<file path="config.mk">
export PLATFORM = sky130hd
export DESIGN_NAME = png_chunk_stream_checker_core
export DESIGN_NICKNAME = d
export VERILOG_FILES = /design/src/design/pngcsc_pkg.sv /design/src/design/pngcsc_step.sv /design/src/design/png_chunk_stream_checker_core.sv
export VERILOG_INCLUDE_DIRS = /design/src /design/src/design
export SDC_FILE = /design/constraint.sdc
export NUM_CORES = 1
export LEC_CHECK = 0
export BUFFER_PORTS_ARGS = -buffer_cell sky130_fd_sc_hd__clkbuf_2
export CAP_MARGIN = 25
export CORE_MARGIN = 5
export CORE_UTILIZATION = 30
export DETAILED_ROUTE_END_ITERATION = 6
export PLACE_DENSITY_LB_ADDON = 0.08
export SYNTH_ARGS = -nofsm -noshare
export SYNTH_HDL_FRONTEND = slang
export SYNTH_SLANG_ARGS = --single-unit
</file>
<file path="constraint.sdc">
create_clock -name clk -period 16.31 [get_ports clk]
set_input_delay 1.631 -clock clk [delete_from_list [all_inputs] [get_ports clk]]
set_output_delay 1.631 -clock clk [all_outputs]
set_load 0.005 [all_outputs]
</file>
<file path="src/design/png_chunk_stream_checker_core_defines.svh">
// Assertion macros shared by the checker RTL.
// No dependencies; include once per asserting module.
`ifndef PNG_CHUNK_STREAM_CHECKER_CORE_DEFINES_SVH
`define PNG_CHUNK_STREAM_CHECKER_CORE_DEFINES_SVH
// Clocked implication check, disabled in reset.
`define PNGCSC_ASSERT(lbl, prop, msg) \
  lbl: assert property (@(posedge clk) disable iff (rst) prop) else $error(msg);
// Clocked check that also runs during reset.
`define PNGCSC_ASSERT_ALWAYS(lbl, prop, msg) \
  lbl: assert property (@(posedge clk) prop) else $error(msg);
`endif

</file>
<file path="src/design/pngcsc_pkg.sv">
// Package for the PNG chunk stream checker: parser state, result record,
// chunk classes, status codes, CRC step and chunk type lookup.
`timescale 1ns / 1ps
package pngcsc_pkg;

  localparam int PALETTE_MAX_DEF = 256;
  localparam logic [31:0] CRC_POLY = 32'hEDB88320;
  localparam int PAL_W = 9;

  typedef enum logic [2:0] {
    PH_SIG  = 3'd0,
    PH_LEN  = 3'd1,
    PH_TYPE = 3'd2,
    PH_DATA = 3'd3,
    PH_CRC  = 3'd4
  } phase_t;

  typedef enum logic [3:0] {
    C_IHDR = 4'd0,
    C_PLTE = 4'd1,
    C_TRNS = 4'd2,
    C_IDAT = 4'd3,
    C_IEND = 4'd4,
    C_ANC  = 4'd5,
    C_SKIP = 4'd6,
    C_NONE = 4'd7,
    C_CHRM = 4'd8
  } cls_t;

  typedef enum logic [3:0] {
    ST_OK        = 4'd0,
    ST_SIG       = 4'd1,
    ST_CRC       = 4'd2,
    ST_IHDR_ORD  = 4'd3,
    ST_IHDR_LEN  = 4'd4,
    ST_DEPTH     = 4'd5,
    ST_DEPTH_CT  = 4'd6,
    ST_COMPRESS  = 4'd7,
    ST_FILTER    = 4'd8,
    ST_INTERLACE = 4'd9,
    ST_MISPLACED = 4'd10,
    ST_PLTE_LEN  = 4'd11,
    ST_TRNS_LEN  = 4'd12,
    ST_UNKNOWN   = 4'd13,
    ST_TRNS_CT   = 4'd14
  } status_t;

  // Seen-flag bit positions.
  localparam int F_IHDR = 0;
  localparam int F_PLTE = 1;
  localparam int F_IDAT = 2;
  localparam int F_TRNS = 3;
  localparam int F_CHRM = 4;

  typedef struct packed {
    phase_t             phase;
    logic [31:0]        idx;
    logic [31:0]        len;
    logic [31:0]        typ;
    logic [31:0]        crc;
    logic [31:0]        scrc;
    logic [4:0]         seen;
    logic [39:0]        hdr;
    logic [31:0]        width;
    logic [31:0]        height;
    logic [4:0]         depth;
    logic [2:0]         chans;
    logic [PAL_W-1:0]   pal;
    logic               halted;
    logic               sig_bad;
    logic               inter;
    cls_t               cls;
  } state_t;

  typedef struct packed {
    logic        kind;
    logic [7:0]  payload;
    logic [2:0]  code;
    logic [30:0] len;
    logic [3:0]  status;
    logic [31:0] width;
    logic [31:0] height;
    logic [4:0]  depth;
    logic [2:0]  chans;
    logic        inter;
    logic        last;
  } result_t;

  function automatic state_t reset_state();
    state_t s;
    s         = '0;
    s.phase   = PH_SIG;
    s.crc     = '1;
    s.cls     = C_NONE;
    return s;
  endfunction

  function automatic logic [31:0] crc_byte(logic [31:0] c, logic [7:0] b);
    logic [31:0] r;
    r = c ^ {24'd0, b};
    for (int k = 0; k < 8; k++) begin
      r = (r >> 1) ^ (CRC_POLY & {32{r[0]}});
    end
    return r;
  endfunction

  function automatic logic [7:0] sig_byte(logic [2:0] i);
    logic [7:0] v;
    unique case (i)
      3'd0:    v = 8'h89;
      3'd1:    v = 8'h50;
      3'd2:    v = 8'h4E;
      3'd3:    v = 8'h47;
      3'd4:    v = 8'h0D;
      3'd5:    v = 8'h0A;
      3'd6:    v = 8'h1A;
      default: v = 8'h0A;
    endcase
    return v;
  endfunction

  function automatic cls_t classify(logic [31:0] t);
    cls_t c;
    unique case (t)
      32'h49484452: c = C_IHDR;
      32'h504C5445: c = C_PLTE;
      32'h74524E53: c = C_TRNS;
      32'h49444154: c = C_IDAT;
      32'h49454E44: c = C_IEND;
      32'h6348524D: c = C_CHRM;
      32'h63494350, 32'h67414D41, 32'h69434350, 32'h6D444356,
      32'h634C4C49, 32'h73424954, 32'h73524742, 32'h624B4744,
      32'h68495354, 32'h65584966, 32'h6663544C, 32'h6163544C,
      32'h70485973, 32'h73504C54, 32'h66644154: c = C_ANC;
      32'h43674249, 32'h74494D45, 32'h69545874,
      32'h74455874, 32'h7A545874: c = C_SKIP;
      default: c = C_NONE;
    endcase
    return c;
  endfunction

endpackage

</file>
<file path="src/design/pngcsc_step.sv">
// Next-state and result logic for one stream byte of the PNG checker.
// Depends on pngcsc_pkg.
`timescale 1ns / 1ps
module pngcsc_step #(
  parameter int PALETTE_MAX = pngcsc_pkg::PALETTE_MAX_DEF
) (
  input  pngcsc_pkg::state_t  cur,
  input  logic [7:0]          in_byte,
  input  logic                start,
  output pngcsc_pkg::state_t  nxt,
  output logic                res_valid,
  output pngcsc_pkg::result_t res
);

  localparam logic [31:0] PLTE_MAX_LEN = 32'(PALETTE_MAX * 3);

  pngcsc_pkg::state_t  s;
  pngcsc_pkg::cls_t    ecls;
  logic                emit;
  logic                ekind;
  logic [7:0]          epay;
  logic [3:0]          est;
  logic                eend;
  logic                clr_len;
  logic [31:0]         idx_inc;
  logic [31:0]         typ_new;
  logic [9:0]          len10;
  logic [20:0]         q_prod;
  logic [9:0]          q3;
  logic [9:0]          rem3;
  logic [7:0]          d;
  logic [7:0]          ct;
  logic [3:0]          st;

  always_comb begin
    s        = start ? pngcsc_pkg::reset_state() : cur;
    emit     = 1'b0;
    ekind    = 1'b1;
    epay     = '0;
    ecls     = s.cls;
    est      = pngcsc_pkg::ST_OK;
    eend     = 1'b0;
    clr_len  = 1'b0;
    idx_inc  = s.idx + 32'd1;
    typ_new  = {s.typ[23:0], in_byte};
    len10    = s.len[9:0];
    q_prod   = 21'(len10) * 21'd683;   // divide by 3 for values below 2048
    q3       = q_prod[20:11];
    rem3     = len10 - 10'(q3 * 10'd3);
    d        = s.hdr[39:32];
    ct       = s.hdr[31:24];
    st       = pngcsc_pkg::ST_OK;

    if (!s.halted) begin
      unique case (s.phase)
        pngcsc_pkg::PH_SIG: begin
          if (in_byte != pngcsc_pkg::sig_byte(s.idx[2:0])) s.sig_bad = 1'b1;
          if (s.idx[2:0] == 3'd7) begin
            s.idx   = '0;
            s.phase = pngcsc_pkg::PH_LEN;
            emit    = 1'b1;
            ecls    = pngcsc_pkg::C_NONE;
            if (s.sig_bad) begin
              s.halted = 1'b1;
              est      = pngcsc_pkg::ST_SIG;
              eend     = 1'b1;
            end
          end else begin
            s.idx = idx_inc;
          end
        end

        pngcsc_pkg::PH_LEN: begin
          s.len = {s.len[23:0], in_byte};
          if (s.idx[1:0] == 2'd3) begin
            s.idx   = '0;
            s.phase = pngcsc_pkg::PH_TYPE;
            s.crc   = '1;
            s.typ   = '0;
          end else begin
            s.idx = idx_inc;
          end
        end

        pngcsc_pkg::PH_TYPE: begin
          s.typ = typ_new;
          s.crc = pngcsc_pkg::crc_byte(s.crc, in_byte);
          if (s.idx[1:0] == 2'd3) begin
            s.idx = '0;
            s.cls = pngcsc_pkg::classify(typ_new);
            priority if (s.cls == pngcsc_pkg::C_NONE) begin
              st = pngcsc_pkg::ST_UNKNOWN;
            end else if (!s.seen[pngcsc_pkg::F_IHDR] && s.cls != pngcsc_pkg::C_IHDR) begin
              st = pngcsc_pkg::ST_IHDR_ORD;
            end else if (s.cls == pngcsc_pkg::C_IHDR) begin
              if (s.seen[pngcsc_pkg::F_IHDR]) st = pngcsc_pkg::ST_IHDR_ORD;
              else if (s.len != 32'd13) st = pngcsc_pkg::ST_IHDR_LEN;
              else s.seen[pngcsc_pkg::F_IHDR] = 1'b1;
            end else if (s.cls == pngcsc_pkg::C_PLTE) begin
              if (s.seen[pngcsc_pkg::F_PLTE] || s.seen[pngcsc_pkg::F_IDAT])
                st = pngcsc_pkg::ST_MISPLACED;
              else if (s.len > PLTE_MAX_LEN || rem3 != 10'd0)
                st = pngcsc_pkg::ST_PLTE_LEN;
              else begin
                s.pal = q3[pngcsc_pkg::PAL_W-1:0];
                s.seen[pngcsc_pkg::F_PLTE] = 1'b1;
              end
            end else if (s.cls == pngcsc_pkg::C_TRNS) begin
              if (s.seen[pngcsc_pkg::F_TRNS] || s.seen[pngcsc_pkg::F_IDAT])
                st = pngcsc_pkg::ST_MISPLACED;
              else if (s.seen[pngcsc_pkg::F_PLTE]) begin
                if (s.len > 32'(s.pal)) st = pngcsc_pkg::ST_TRNS_LEN;
              end else if (!s.chans[0]) begin
                st = pngcsc_pkg::ST_TRNS_CT;
              end else if (s.len != {28'd0, s.chans, 1'b0}) begin
                st = pngcsc_pkg::ST_TRNS_LEN;
              end
              if (st == pngcsc_pkg::ST_OK) s.seen[pngcsc_pkg::F_TRNS] = 1'b1;
            end else if (s.cls == pngcsc_pkg::C_CHRM) begin
              if (s.seen[pngcsc_pkg::F_PLTE] || s.seen[pngcsc_pkg::F_IDAT] ||
                  s.seen[pngcsc_pkg::F_CHRM])
                st = pngcsc_pkg::ST_MISPLACED;
              else s.seen[pngcsc_pkg::F_CHRM] = 1'b1;
            end else begin
              if (s.cls == pngcsc_pkg::C_IDAT) s.seen[pngcsc_pkg::F_IDAT] = 1'b1;
            end
            if (st != pngcsc_pkg::ST_OK) begin
              s.halted = 1'b1;
              emit     = 1'b1;
              ecls     = s.cls;
              est      = st;
              eend     = 1'b1;
            end else begin
              s.hdr   = '0;
              s.phase = (s.len != 32'd0) ? pngcsc_pkg::PH_DATA : pngcsc_pkg::PH_CRC;
            end
          end else begin
            s.idx = idx_inc;
          end
        end

        pngcsc_pkg::PH_DATA: begin
          s.crc = pngcsc_pkg::crc_byte(s.crc, in_byte);
          if (idx_inc >= s.len) begin
            s.idx   = '0;
            s.phase = pngcsc_pkg::PH_CRC;
          end else begin
            s.idx = idx_inc;
          end
          if (s.cls == pngcsc_pkg::C_IHDR) begin
            if (cur.idx < 32'd4 || start) s.width = {s.width[23:0], in_byte};
            else if (cur.idx < 32'd8) s.height = {s.height[23:0], in_byte};
            else s.hdr = {s.hdr[31:0], in_byte};
            if (cur.idx == 32'd12 && !start) begin
              d  = s.hdr[39:32];
              ct = s.hdr[31:24];
              priority if (d != 8'd8 && d != 8'd16) st = pngcsc_pkg::ST_DEPTH;
              else if ((ct != 8'd0 && ct != 8'd2 && ct != 8'd3 && ct != 8'd4 &&
                        ct != 8'd6) || (ct == 8'd3 && d == 8'd16))
                st = pngcsc_pkg::ST_DEPTH_CT;
              else if (s.hdr[23:16] != 8'd0) st = pngcsc_pkg::ST_COMPRESS;
              else if (s.hdr[15:8] != 8'd0) st = pngcsc_pkg::ST_FILTER;
              else if (s.hdr[7:0] > 8'd1) st = pngcsc_pkg::ST_INTERLACE;
              else st = pngcsc_pkg::ST_OK;
              if (st != pngcsc_pkg::ST_OK) begin
                s.halted = 1'b1;
                emit     = 1'b1;
                est      = st;
                eend     = 1'b1;
              end else begin
                s.depth = d[4:0];
                s.chans = 3'd1 + {1'b0, ct[1], 1'b0} + {2'd0, ct[2]};
                s.inter = s.hdr[0];
              end
            end
          end else if (s.cls == pngcsc_pkg::C_IDAT) begin
            emit  = 1'b1;
            ekind = 1'b0;
            epay  = in_byte;
            ecls  = pngcsc_pkg::C_IDAT;
          end
        end

        pngcsc_pkg::PH_CRC: begin
          s.scrc = {s.scrc[23:0], in_byte};
          if (s.idx[1:0] == 2'd3) begin
            s.idx   = '0;
            s.phase = pngcsc_pkg::PH_LEN;
            emit    = 1'b1;
            if (s.cls != pngcsc_pkg::C_SKIP && s.scrc != ~s.crc) begin
              s.halted = 1'b1;
              est      = pngcsc_pkg::ST_CRC;
              eend     = 1'b1;
            end else begin
              if (s.cls == pngcsc_pkg::C_TRNS && s.seen[pngcsc_pkg::F_PLTE] &&
                  s.chans != 3'd7)
                s.chans = s.chans + 3'd1;
              if (s.cls == pngcsc_pkg::C_IEND) begin
                s.halted = 1'b1;
                eend     = 1'b1;
              end else begin
                clr_len = 1'b1;
              end
            end
          end else begin
            s.idx = idx_inc;
          end
        end

        default: s.halted = 1'b1;
      endcase
    end

    res_valid   = emit;
    res.kind    = ekind;
    res.payload = epay;
    res.code    = (ecls == pngcsc_pkg::C_CHRM) ? 3'(pngcsc_pkg::C_ANC) : ecls[2:0];
    res.len     = s.len[30:0];
    res.status  = est;
    res.width   = s.width;
    res.height  = s.height;
    res.depth   = s.depth;
    res.chans   = s.chans;
    res.inter   = s.inter;
    res.last    = eend;
    if (clr_len) s.len = '0;
    nxt = s;
  end

endmodule

</file>
<file path="src/design/png_chunk_stream_checker_core.sv">
// PNG chunk stream checker, top level: one byte per transfer in, one result
// register out. A result is registered and appears in the cycle after its byte
// transfer. Throughput: one byte per cycle; the output register holds under stall
// and the input side accepts whenever that register is empty or being drained.
// Reset (rst, synchronous, active high) returns the parser to the signature
// phase and empties the result register; frame_start resets just the parser.
`timescale 1ns / 1ps
`include "png_chunk_stream_checker_core_defines.svh"
module png_chunk_stream_checker_core #(
  parameter int PALETTE_MAX = pngcsc_pkg::PALETTE_MAX_DEF
) (
  input  logic         clk,
  input  logic         rst,
  input  logic         s_tvalid,
  output logic         s_tready,
  input  logic [7:0]   s_tdata,   // [7:0] stream_byte
  input  logic         s_tuser,   // [0] frame_start
  output logic         m_tvalid,
  input  logic         m_tready,
  // [7:0] payload_byte, [10:8] chunk_code, [41:11] chunk_length,
  // [45:42] status, [77:46] image_width, [109:78] image_height,
  // [114:110] bit_depth, [117:115] channel_count, [118] interlaced, [119] 0
  output logic [119:0] m_tdata,
  output logic         m_tuser,   // [0] report_kind
  output logic         m_tlast    // stream_end
);

  pngcsc_pkg::state_t  state;
  pngcsc_pkg::state_t  state_next;
  pngcsc_pkg::result_t res_next;
  pngcsc_pkg::result_t res;
  logic                res_valid_next;
  logic                in_fire;
  logic                halt_hold;
  logic                payload_out;
  logic                payload_clean;

  // Take a byte whenever the result register is free or drains this cycle.
  assign s_tready = !m_tvalid || m_tready;
  assign in_fire  = s_tvalid && s_tready;

  pngcsc_step #(
    .PALETTE_MAX(PALETTE_MAX)
  ) u_step (
    .cur       (state),
    .in_byte   (s_tdata),
    .start     (s_tuser),
    .nxt       (state_next),
    .res_valid (res_valid_next),
    .res       (res_next)
  );

  // Advance parser state only on an input transfer.
  always_ff @(posedge clk) begin
    if (rst) begin
      state <= pngcsc_pkg::reset_state();
    end else if (in_fire) begin
      state <= state_next;
    end
  end

  // Result register: load on a transfer that yields a result, drop on drain.
  always_ff @(posedge clk) begin
    if (rst) begin
      m_tvalid <= 1'b0;
    end else if (in_fire) begin
      m_tvalid <= res_valid_next;
    end else if (m_tready) begin
      m_tvalid <= 1'b0;
    end
  end

  always_ff @(posedge clk) begin
    if (in_fire && res_valid_next) begin
      res <= res_next;
    end
  end

  assign m_tdata = {1'b0, res.inter, res.chans, res.depth, res.height, res.width,
                    res.status, res.len, res.code, res.payload};
  assign m_tuser = res.kind;
  assign m_tlast = res.last;

  // Check terms: a byte reaching a halted parser without a frame restart,
  // and a payload transfer with its report fields.
  assign halt_hold     = in_fire && state.halted && !s_tuser;
  assign payload_out   = m_tvalid && !m_tuser;
  assign payload_clean = (res.status == pngcsc_pkg::ST_OK) && !m_tlast;

  // A halted parser leaves its state halted unless a frame restarts it.
  `PNGCSC_ASSERT(a_halt_holds, halt_hold |=> state.halted, "halted parser resumed")
  // Payload results carry status OK and never end the stream.
  `PNGCSC_ASSERT(a_payload_clean, payload_out |-> payload_clean, "payload with report fields")
  // Every stream-ending result leaves the parser halted.
  `PNGCSC_ASSERT(a_end_halts, (m_tvalid && m_tlast) |-> state.halted, "stream end without halt")

endmodule

</file>
* Yosys cells after proc, flatten, opt, wreduce, memory -nomap -nowiden
Cells that the tools add are included.
** Word-level totals
- RAM bits :: 0
- Register bits :: 418
- ROM bits :: 0
- Memories :: 0
- Bits in latches :: 0
** Cells by class
- Multiplexer cells :: 161
- Equality and inequality tests :: 61
- Divide/modulo/power cells :: 0
- Shifts and indexed selects :: 0
- Reduce and logical (&&, ||, !) cells :: 42
- $mul :: 2
- Order comparisons :: 6
- Bitwise logic cells :: 12
- Add/subtract/negate cells :: 5
** Operator list (count)
- $eq 32x31->1 const B :: 26
- $mux 296 :: 2
- $mux 32 :: 9
- $xor 31x32->32 :: 8
- $mux 40 :: 6
- $mux 4 :: 53
- $pmux 35 s5 :: 1
- $pmux 32 s2 :: 2
- $mux 112 :: 1
- $pmux 40 s2 :: 1
- $mux 69 :: 1
- $mux 64 :: 1
- $mux 9 :: 7
- $pmux 8 s6 :: 1
- $mux 1 :: 46
- $mux 45 :: 1
- $mux 3 :: 13
- $add 32x1->32 const B :: 1
- $eq 32x4->1 const B :: 1
- $ge 32x32->1 :: 1
- $gt 32x10->1 const B :: 1
- $gt 32x9->1 :: 1
- $lt 32x3->1 const B :: 1
- $lt 32x4->1 const B :: 1
- other kinds (55) :: 103

* Depth between registers and ports, before layout
Gate-level depths: netlist of the first run.
- Word-level depth :: 30
- Gate-level depth with buffers :: 48
- Mapped depth without buffers :: 38

* Hierarchy
Synthesis of the first run repeated with hierarchy kept, for this count alone.
** Unflattened totals
- Cells, all modules :: 3684
- Area, all modules :: 30475.5 µm²
** By module, submodules not included
- png_chunk_stream_checker_core :: seq. area each 9579.2 µm², instances 1, area an instance 16592.2 µm², cells an instance 1439
- pngcsc_step :: seq. area each 0.0 µm², instances 1, area an instance 13883.3 µm², cells an instance 2245

* Least setup slack after synthesis of the first run
OpenSTA, ideal clock, no wires.
- Kind :: input to register
- From :: input port s_tuser
- To :: register res (netlist bit m_tdata[0]) (enable)
- Arrival :: 13771 ps
- Data required time :: 15820 ps
- Buffers on the path :: 12
- Stages :: 43
- Library setup time :: 490 ps
- Setup slack :: 2049 ps
- Path through :: buf_6 > buf_12 > buf_12 > buf_6 > buf_6 > buf_2 > buf_2 > buf_1 > clkbuf_1 > clkbuf_1 > clkbuf_1 > buf_1 > nor2_1 > ha_1 > fa_1 > inv_1 > fa_1 > fa_1 > [... 7 more ...] > a21oi_1 > o21bai_1 > a21oi_1 > nor2b_1 > nor2_1 > xor2_1 > fa_1 > ha_1 > and2_1 > a221o_1 > a41oi_1 > nor4b_1 > a211oi_1 > a2111oi_4 > o2111ai_1 > a211oi_4 > nor3_1 > o21a_1
** On the way
- Cells in the longest elaborated chain, start to end :: 28
- Elaborated cells on any way between the ends :: 137
- Those cells by class :: add/sub (1); mul (2); order compare (3); eq/ne (46); mux (56); reduce/logical (29)
** Ends and longest elaborated chain
- start: declaration :: RTL line png_chunk_stream_checker_core.sv:17 : input logic s_tuser,
- branches (longest 26 deep; another with $mul 10x10->20)
- $mux 1 * :: RTL line pngcsc_step.sv:54 : if (!s.halted) begin
- $logic_and 1x1->1 * :: RTL line png_chunk_stream_checker_core.sv:74 : if (in_fire && res_valid_next) begin
- end signal: assignment :: RTL line png_chunk_stream_checker_core.sv:75 : res <= res_next;
- end: declaration :: RTL line png_chunk_stream_checker_core.sv:31 : pngcsc_pkg::result_t res;
Mark *: on every way between the ends. The select of a mux whose other input is x is not followed.
A chain may end at the register's enable or synchronous reset.

* Final worst setup path of the first run
- From :: input port s_tuser
- To :: register res (netlist bit m_tdata[106]) (enable)
Same word-level chain as after synthesis.

==> results of run 1 <==
==> flip-flops by register name, summed over array words and instances (netlist names) <==
name	cells
m_tvalid	1
state	280
m_tuser	1
m_tdata	119
m_tlast	1
==> power by group through the flow <==
stage               Clock (mW)  Combinational, mW  Sequential [mW]
floorplan                    0             0.0924             1.05
global placement             0              0.141             1.05
detailed placement           0              0.141             1.05
CTS                       1.33              0.142             1.03
global route              1.37              0.152             1.03
finish                    1.30              0.141             1.03
==> cell type report <==
cell class              instances  area (um2)
fillers                      8642       54500
multi-input cells            2325       14600
flip-flops and latches        402        9260
well taps                    1080        1350
clock buffers                  56        1340
repair buffers                185        1110
clock inverters                40         579
inverters                     108         408
diodes                          2        5.00
==> through the flow <==
step                utilization [%]  instance area (um2)  setup slack [ps]
floorplan                         -                25000              2050
global placement               32.0                26600              3280
detailed placement             32.1                26700              3050
CTS                            34.4                28600              3640
global route                   34.5                28700              3060
finish                         34.5                28700              3730
==> worst paths after layout <==
kind | to | slack (ps) | cells past startpoint
worst max-delay path | m_tdata[106]$_DFFE_PP_ | 3730 | 35
worst min-delay path | state[11]$_SDFFE_PP0P_ | 450 | 2
worst max register to register | m_tdata[106]$_DFFE_PP_ | 5000 | 36
worst min register to register | state[11]$_SDFFE_PP0P_ | 450 | 2
==> cells by family after synthesis <==
| kind of cell | Yosys count | synth area share [%] |
|---|---|---|
| XOR/XNOR | 152 | 5.37 |
| multiplexers | 57 | 2.29 |
| other | 1 | 0.0150 |
| AND/OR/NAND/NOR | 1263 | 24.4 |
| buffers and inverters | 308 | 5.04 |
| adder cells (fa/ha/maj) | 136 | 7.62 |
| AO/OA/AOI/OAI | 716 | 18.3 |
| flip-flops | 402 | 37.0 |
==> layer usage <==
metal  up-vias  global-route usage (%)
met5         -                       0
met4         0                    4.73
met3       114                    2.54
met2       692                    34.2
met1     11300                    28.7
li1      10900                       -
==> placed cells by master, fill, tap and decap left out, drive strengths merged, types with 22 or more instances in the layout <==
master,count
nand2,448
xnor2,99
a22oi,100
nor2b,39
nor2,339
and2,25
nand4,59
ha,107
a31oi,23
nor3,54
o21ai,194
edfxtp,121
clkbuf,191
o211ai,36
dfxtp,281
fa,28
nor4,54
or3,22
buf,50
nand3,92
mux2i,54
nand2b,25
nor3b,22
xor2,52
a21oi,195
clkinv,24
inv,106
==> worst max-delay path, delay by kind of cell <==
family,cells,cell delay (ps)
compound gates,15,4200
simple gates,6,1490
buf+inv,5,1630
xor+xnor,1,360
fa+ha+maj,8,3340
==> run metrics, run 1 <==
fin nets between 3,000 and 4,000; I/O Buffers between 100 and 150; Area growth, synth to finish 14.5%; cts hold-fix bufs 0; dpl hpwl between 60 and 70 mm; Post-CTS Setup Bufs 0; Routed WL roughly 96 mm; die area ~0.09 mm2; PD cells ~86 mW/mm2; placed cells about 4,000; critical path type in2reg; CP max FO between 70 and 80; H-tree levels 2; grt ovf 0; Routed Antenna Nets 0; Num CTS Buffers between 50 and 60; Total Power Consumption around 2.5 mW; Starting Density between 30 and 40%; leakage ~11 nW; met2 WL post-DR 45.2 mm; CP required roughly 17,000 ps; Post-synth EDFFs around 120; final cell count without fillers 4,198; CTS tree built; first-pass GRT wire length 145 mm; via/cell ratio between 5 and 6; sequential-to-total area share from yosys stat roughly 37%; initial antenna violation count 2; core box area a little over 0.08 mm2; measured slew at the worst slew-check pin roughly 1000 ps; Reg-to-Reg Start state[234]$_SDFFE_PP0P_; Total GRT Usage between 20% and 30%; worst hold slack around 450 ps; vias in the first global route ~22,000; drt wl/cell approximately 23 um; min Tclk post-route around 13,000 ps; top cells by count, synth nand2_1 (448), nor2_1 (336), dfxtp_1 (281), a21oi_1 (194), o21ai_0 (186); P_sw roughly 0.61 mW; Post-Syn Area per Cell approximately 8.3 um2; nature of the critical path startpoint input port; Yosys top cell area share between 20% and 30%; largest net degree at the start of global routing slightly below 90; layout cell share with drive strength beyond 1 11.1%; CTS clk-pin slew, worst paths around 60 ps; Synth area leader dfxtp_1; Peak Freq 79.5 MHz; hold wc startpoint state[11]$_SDFFE_PP0P_; Max IR drop VDD roughly 74 uV; fin crit share a little under 80%; clk buf depth 3; dominant synthesized flop cell dfxtp_1; Met3 Routed Length 4.73 mm; RSZ-0062 raised after global routing false; slowest stage cell on the critical path o21a_4; Seq pwr share a little over two fifths; wl on met1 roughly 44 mm; Area contributors post-synth dfxtp_1 (22%), edfxtp_1 (15%), nand2_1 (6.7%), ha_1 (5.3%), nor2_1 (5.0%); CTS Root Cell clkbuf_16; clock group share of total power between 50% and 60%; FFs w/ async S/R, synth 0%; Comb pwr share 5.7%; setup TNS 0 ps; fin. max-slew vios 0; Die W between 200 and 300 um; Ports approximately 140; Clock Sinks between 400 and 500; DR pass1 iterations 6; Hold/Removal Path Class reg2reg; final setup fails 0; post-synthesis cell area around 0.025 mm2; Ys Warns 0; Hold Vio Cnt, Final 0; Skew-Pair Late Insertion Delay between 600 and 700 ps; cts repair resizes 0; Crit. Startpoint s_tuser; Mapped Cells about 3,000; DRC 0; die height roughly 300 um; switching share of total power roughly a quarter; placer congestion estimate 0.917; DR top layer met4; max-slew headroom at the worst pin between 20% and 30%; most common cell in the netlist nand2_1; Core Rows roughly 110; Fin Clk Skew ~25 ps; initial DRC count 1,813; Int Power 1.86 mW; MaxCap Viol Count 0; status finished clean; post-synthesis register bit count ~400; CP endpoint kind flip-flop; Net Count, Synth roughly 3,200; Synth cell types between 100 and 150; Worst Path Arrival 12,810 ps; Slowest Stage Delay on Critical Path slightly above 800 ps; DR vias about 23,000
(Power assumes the default switching activity.)
==> run 2: changes to the inputs <==
- clock period: 16.31 -> 10.89 ns (I/O delays scaled with it)
==> run metrics, run 2 (synthesis results as in run 1) <==
DRC 0 (unchanged); CTS clk-pin slew, worst paths 60 ps (about the same); most frequent CP cell inv_1; Worst Path Arrival 10,310 ps (-2500 ps); layout cell share with drive strength beyond 1 11.1% (+0.032 points); initial DRC count 1,728 (-4.7%); critical path type in2reg; H-tree levels 2 (unchanged); Slowest Stage Delay on Critical Path 550 ps (-260 ps); nature of the critical path startpoint input port; PD cells 125 mW/mm2 (+45%); drt wl/cell 22.4 um (-1.8%); Most flops, register state; clk buf depth 3 (unchanged); measured slew at the worst slew-check pin 1060 ps (+7.84 ps); I/O Buffers 135 (unchanged); final setup fails 0 (unchanged); Reg-to-Reg Start state[234]$_SDFFE_PP0P_; Num CTS Buffers 50 (-2.0%); Area growth, synth to finish 14.2%; Peak Freq ~100 MHz; dpl hpwl 64.8 mm (-1.7%); via/cell ratio 5.49 (+0.13%); Crit. Startpoint s_tuser; Routed WL 94.0 mm (-1.9%); Total GRT Usage 20.2% (-0.41 points); Clock Sinks 402 (unchanged); Largest delay share family, worst path compound AO/OA/AOI/OAI gates; setup TNS 0 ps (unchanged); design area 0.0286 mm2 (-0.25%); Reg area 0.00926 mm2 (unchanged); Core Rows 106 (unchanged); commonest cells after routing, fill and taps aside nand2_1 (447), nor2_1 (332), dfxtp_1 (281), a21oi_1 (192), o21ai_0 (185); final cell count without fillers 4,197 (-0.024%); CP Buf/Inv Count 9 (+4); GR Util met1 28.5% (-0.23 points); Skew-Pair Late Insertion Delay 620 ps (about the same); fin. max-slew vios 0 (unchanged); placer congestion estimate 0.894 (-2.5%); Hold Vio Cnt, Final 0 (unchanged); P_sw 0.878 mW (+45%); met2 GRT Util 32.8% (-1.4 points); CP max FO 52 (-34%); die area 0.0894 mm2 (unchanged); Int Power 2.69 mW (+45%); largest net degree at the start of global routing 112 (+29%); most common cell after layout, fill and taps aside nand2_1; min Tclk post-route roughly 10,000 ps; Critical Path Stages 39 (+11%); CTS tree built; core box area 0.0832 mm2 (unchanged); RSZ-0062 raised after global routing false; MaxCap Viol Count 0 (unchanged); initial antenna violation count 2 (unchanged); CP required 11,170 ps (-5370 ps); area taken by multi-input logic gates 0.0146 mm2 (+0.21%); CP endpoint kind flip-flop; FF-to-FF setup slack 950 ps (-4050 ps); Comb pwr share 6.0% (+0.3 points); Seq pwr share 43.2% (+1.5 points); GRT met3 Usage 2.64% (+0.094 points); Routed Antenna Nets 0 (unchanged); Ports 137 (unchanged); Max IR drop VDD 115 uV (+55%); Starting Density 30.1% (unchanged); status finished clean; worst r2r dst m_tdata[48]$_DFFE_PP_; fin crit share between 90 and 100%; die height 299 um (unchanged); fill count 8,615 (-0.31%); Post-DP Area 0.0267 mm2 (+0.30%); Die W 299 um (unchanged); Hold/Removal Path Class reg2reg; cts repair resizes 0 (unchanged); DR pass1 iterations 6 (unchanged); DR vias 23,100 (+0.10%); Largest register FFs 280 (unchanged); first-pass GRT wire length 143 mm (-1.2%); grt ovf 0 (unchanged); Post-CTS Setup Bufs 0 (unchanged); most crowded layer after global routing met2; placed cells 4,099 (+0.073%); leakage 10.4 nW (-1.4%); max-slew headroom at the worst pin 29.4% (-0.43 points); slowest stage cell on the critical path a211oi_4; worst r2r path cells 37 (+2.8%); CTS Root Cell clkbuf_16; switching share of total power 24.6% (+0.054 points); Total Power Consumption 3.57 mW (+45%); Fin Clk Skew 17.6 ps (-7.81 ps); vias in the first global route 22,700 (+1.7%); cts hold-fix bufs 0 (unchanged); Setup crit end m_tdata[48]$_DFFE_PP_; clock group share of total power 50.8% (-1.8 points); Final Core Density 34.4% (-0.087 points); fin nets 3,223 (+0.062%)
==> run 2: power by group through the flow <==
stage	Combinational, mW	Clock [mW]	Sequential [mW]
floorplan	0.139	0	1.57
global placement	0.211	0	1.57
detailed placement	0.212	0	1.57
CTS	0.212	1.87	1.54
global route	0.230	1.93	1.54
finish	0.214	1.81	1.54
==> run 2: worst min-delay path by stage <==
stage | slack [ps] | cells past startpoint | from | end
3_3_place_gp | 440 | 2 | state[131]$_SDFFE_PP0P_ | state[131]$_SDFFE_PP0P_
6_report | 450 | 2 | state[131]$_SDFFE_PP0P_ | state[131]$_SDFFE_PP0P_
4_1_cts | 450 | 2 | state[131]$_SDFFE_PP0P_ | state[131]$_SDFFE_PP0P_
2_1_floorplan | 430 | 2 | state[131]$_SDFFE_PP0P_ | state[131]$_SDFFE_PP0P_
3_5_place_dp | 440 | 2 | state[131]$_SDFFE_PP0P_ | state[131]$_SDFFE_PP0P_
5_1_grt | 460 | 2 | state[131]$_SDFFE_PP0P_ | state[131]$_SDFFE_PP0P_
==> run 2: metrics by stage <==
stage	setup WS (ps)	hold slack, ps
CTS	693	451
global placement	406	441
floorplan	16.1	428
detailed placement	75.7	443
global route	246	464
finish	859	450
==> run 2: layer usage <==
metal | vias to the layer above | routed length (um)
met4 | 0 | 2290
met2 | 676 | 42900
li1 | 10900 | -
met3 | 142 | 4600
met1 | 11300 | 44100
met5 | - | 0
==> run 2: area by class of cell <==
cell class | instances | share of cell area, %
Antenna cell | 1 | 0.00875
Clock buffer | 64 | 4.77
Clock inverter | 29 | 1.42
Inverter | 108 | 1.43
Multi-Input combinational cell | 2325 | 51.2
Sequential cell | 402 | 32.4
Tap cell | 1080 | 4.73
Timing Repair Buffer | 188 | 4.04
==> run 2: worst reg2reg max path: cells and delay by family, from the launching register on <==
kind,cells,cell delay [ps]
AO/OA/AOI/OAI,14,3460
flip-flops,1,530
buffers and inverters,7,1050
adder cells (fa/ha/maj),8,3140
XOR/XNOR,1,170
AND/OR/NAND/NOR,7,1240
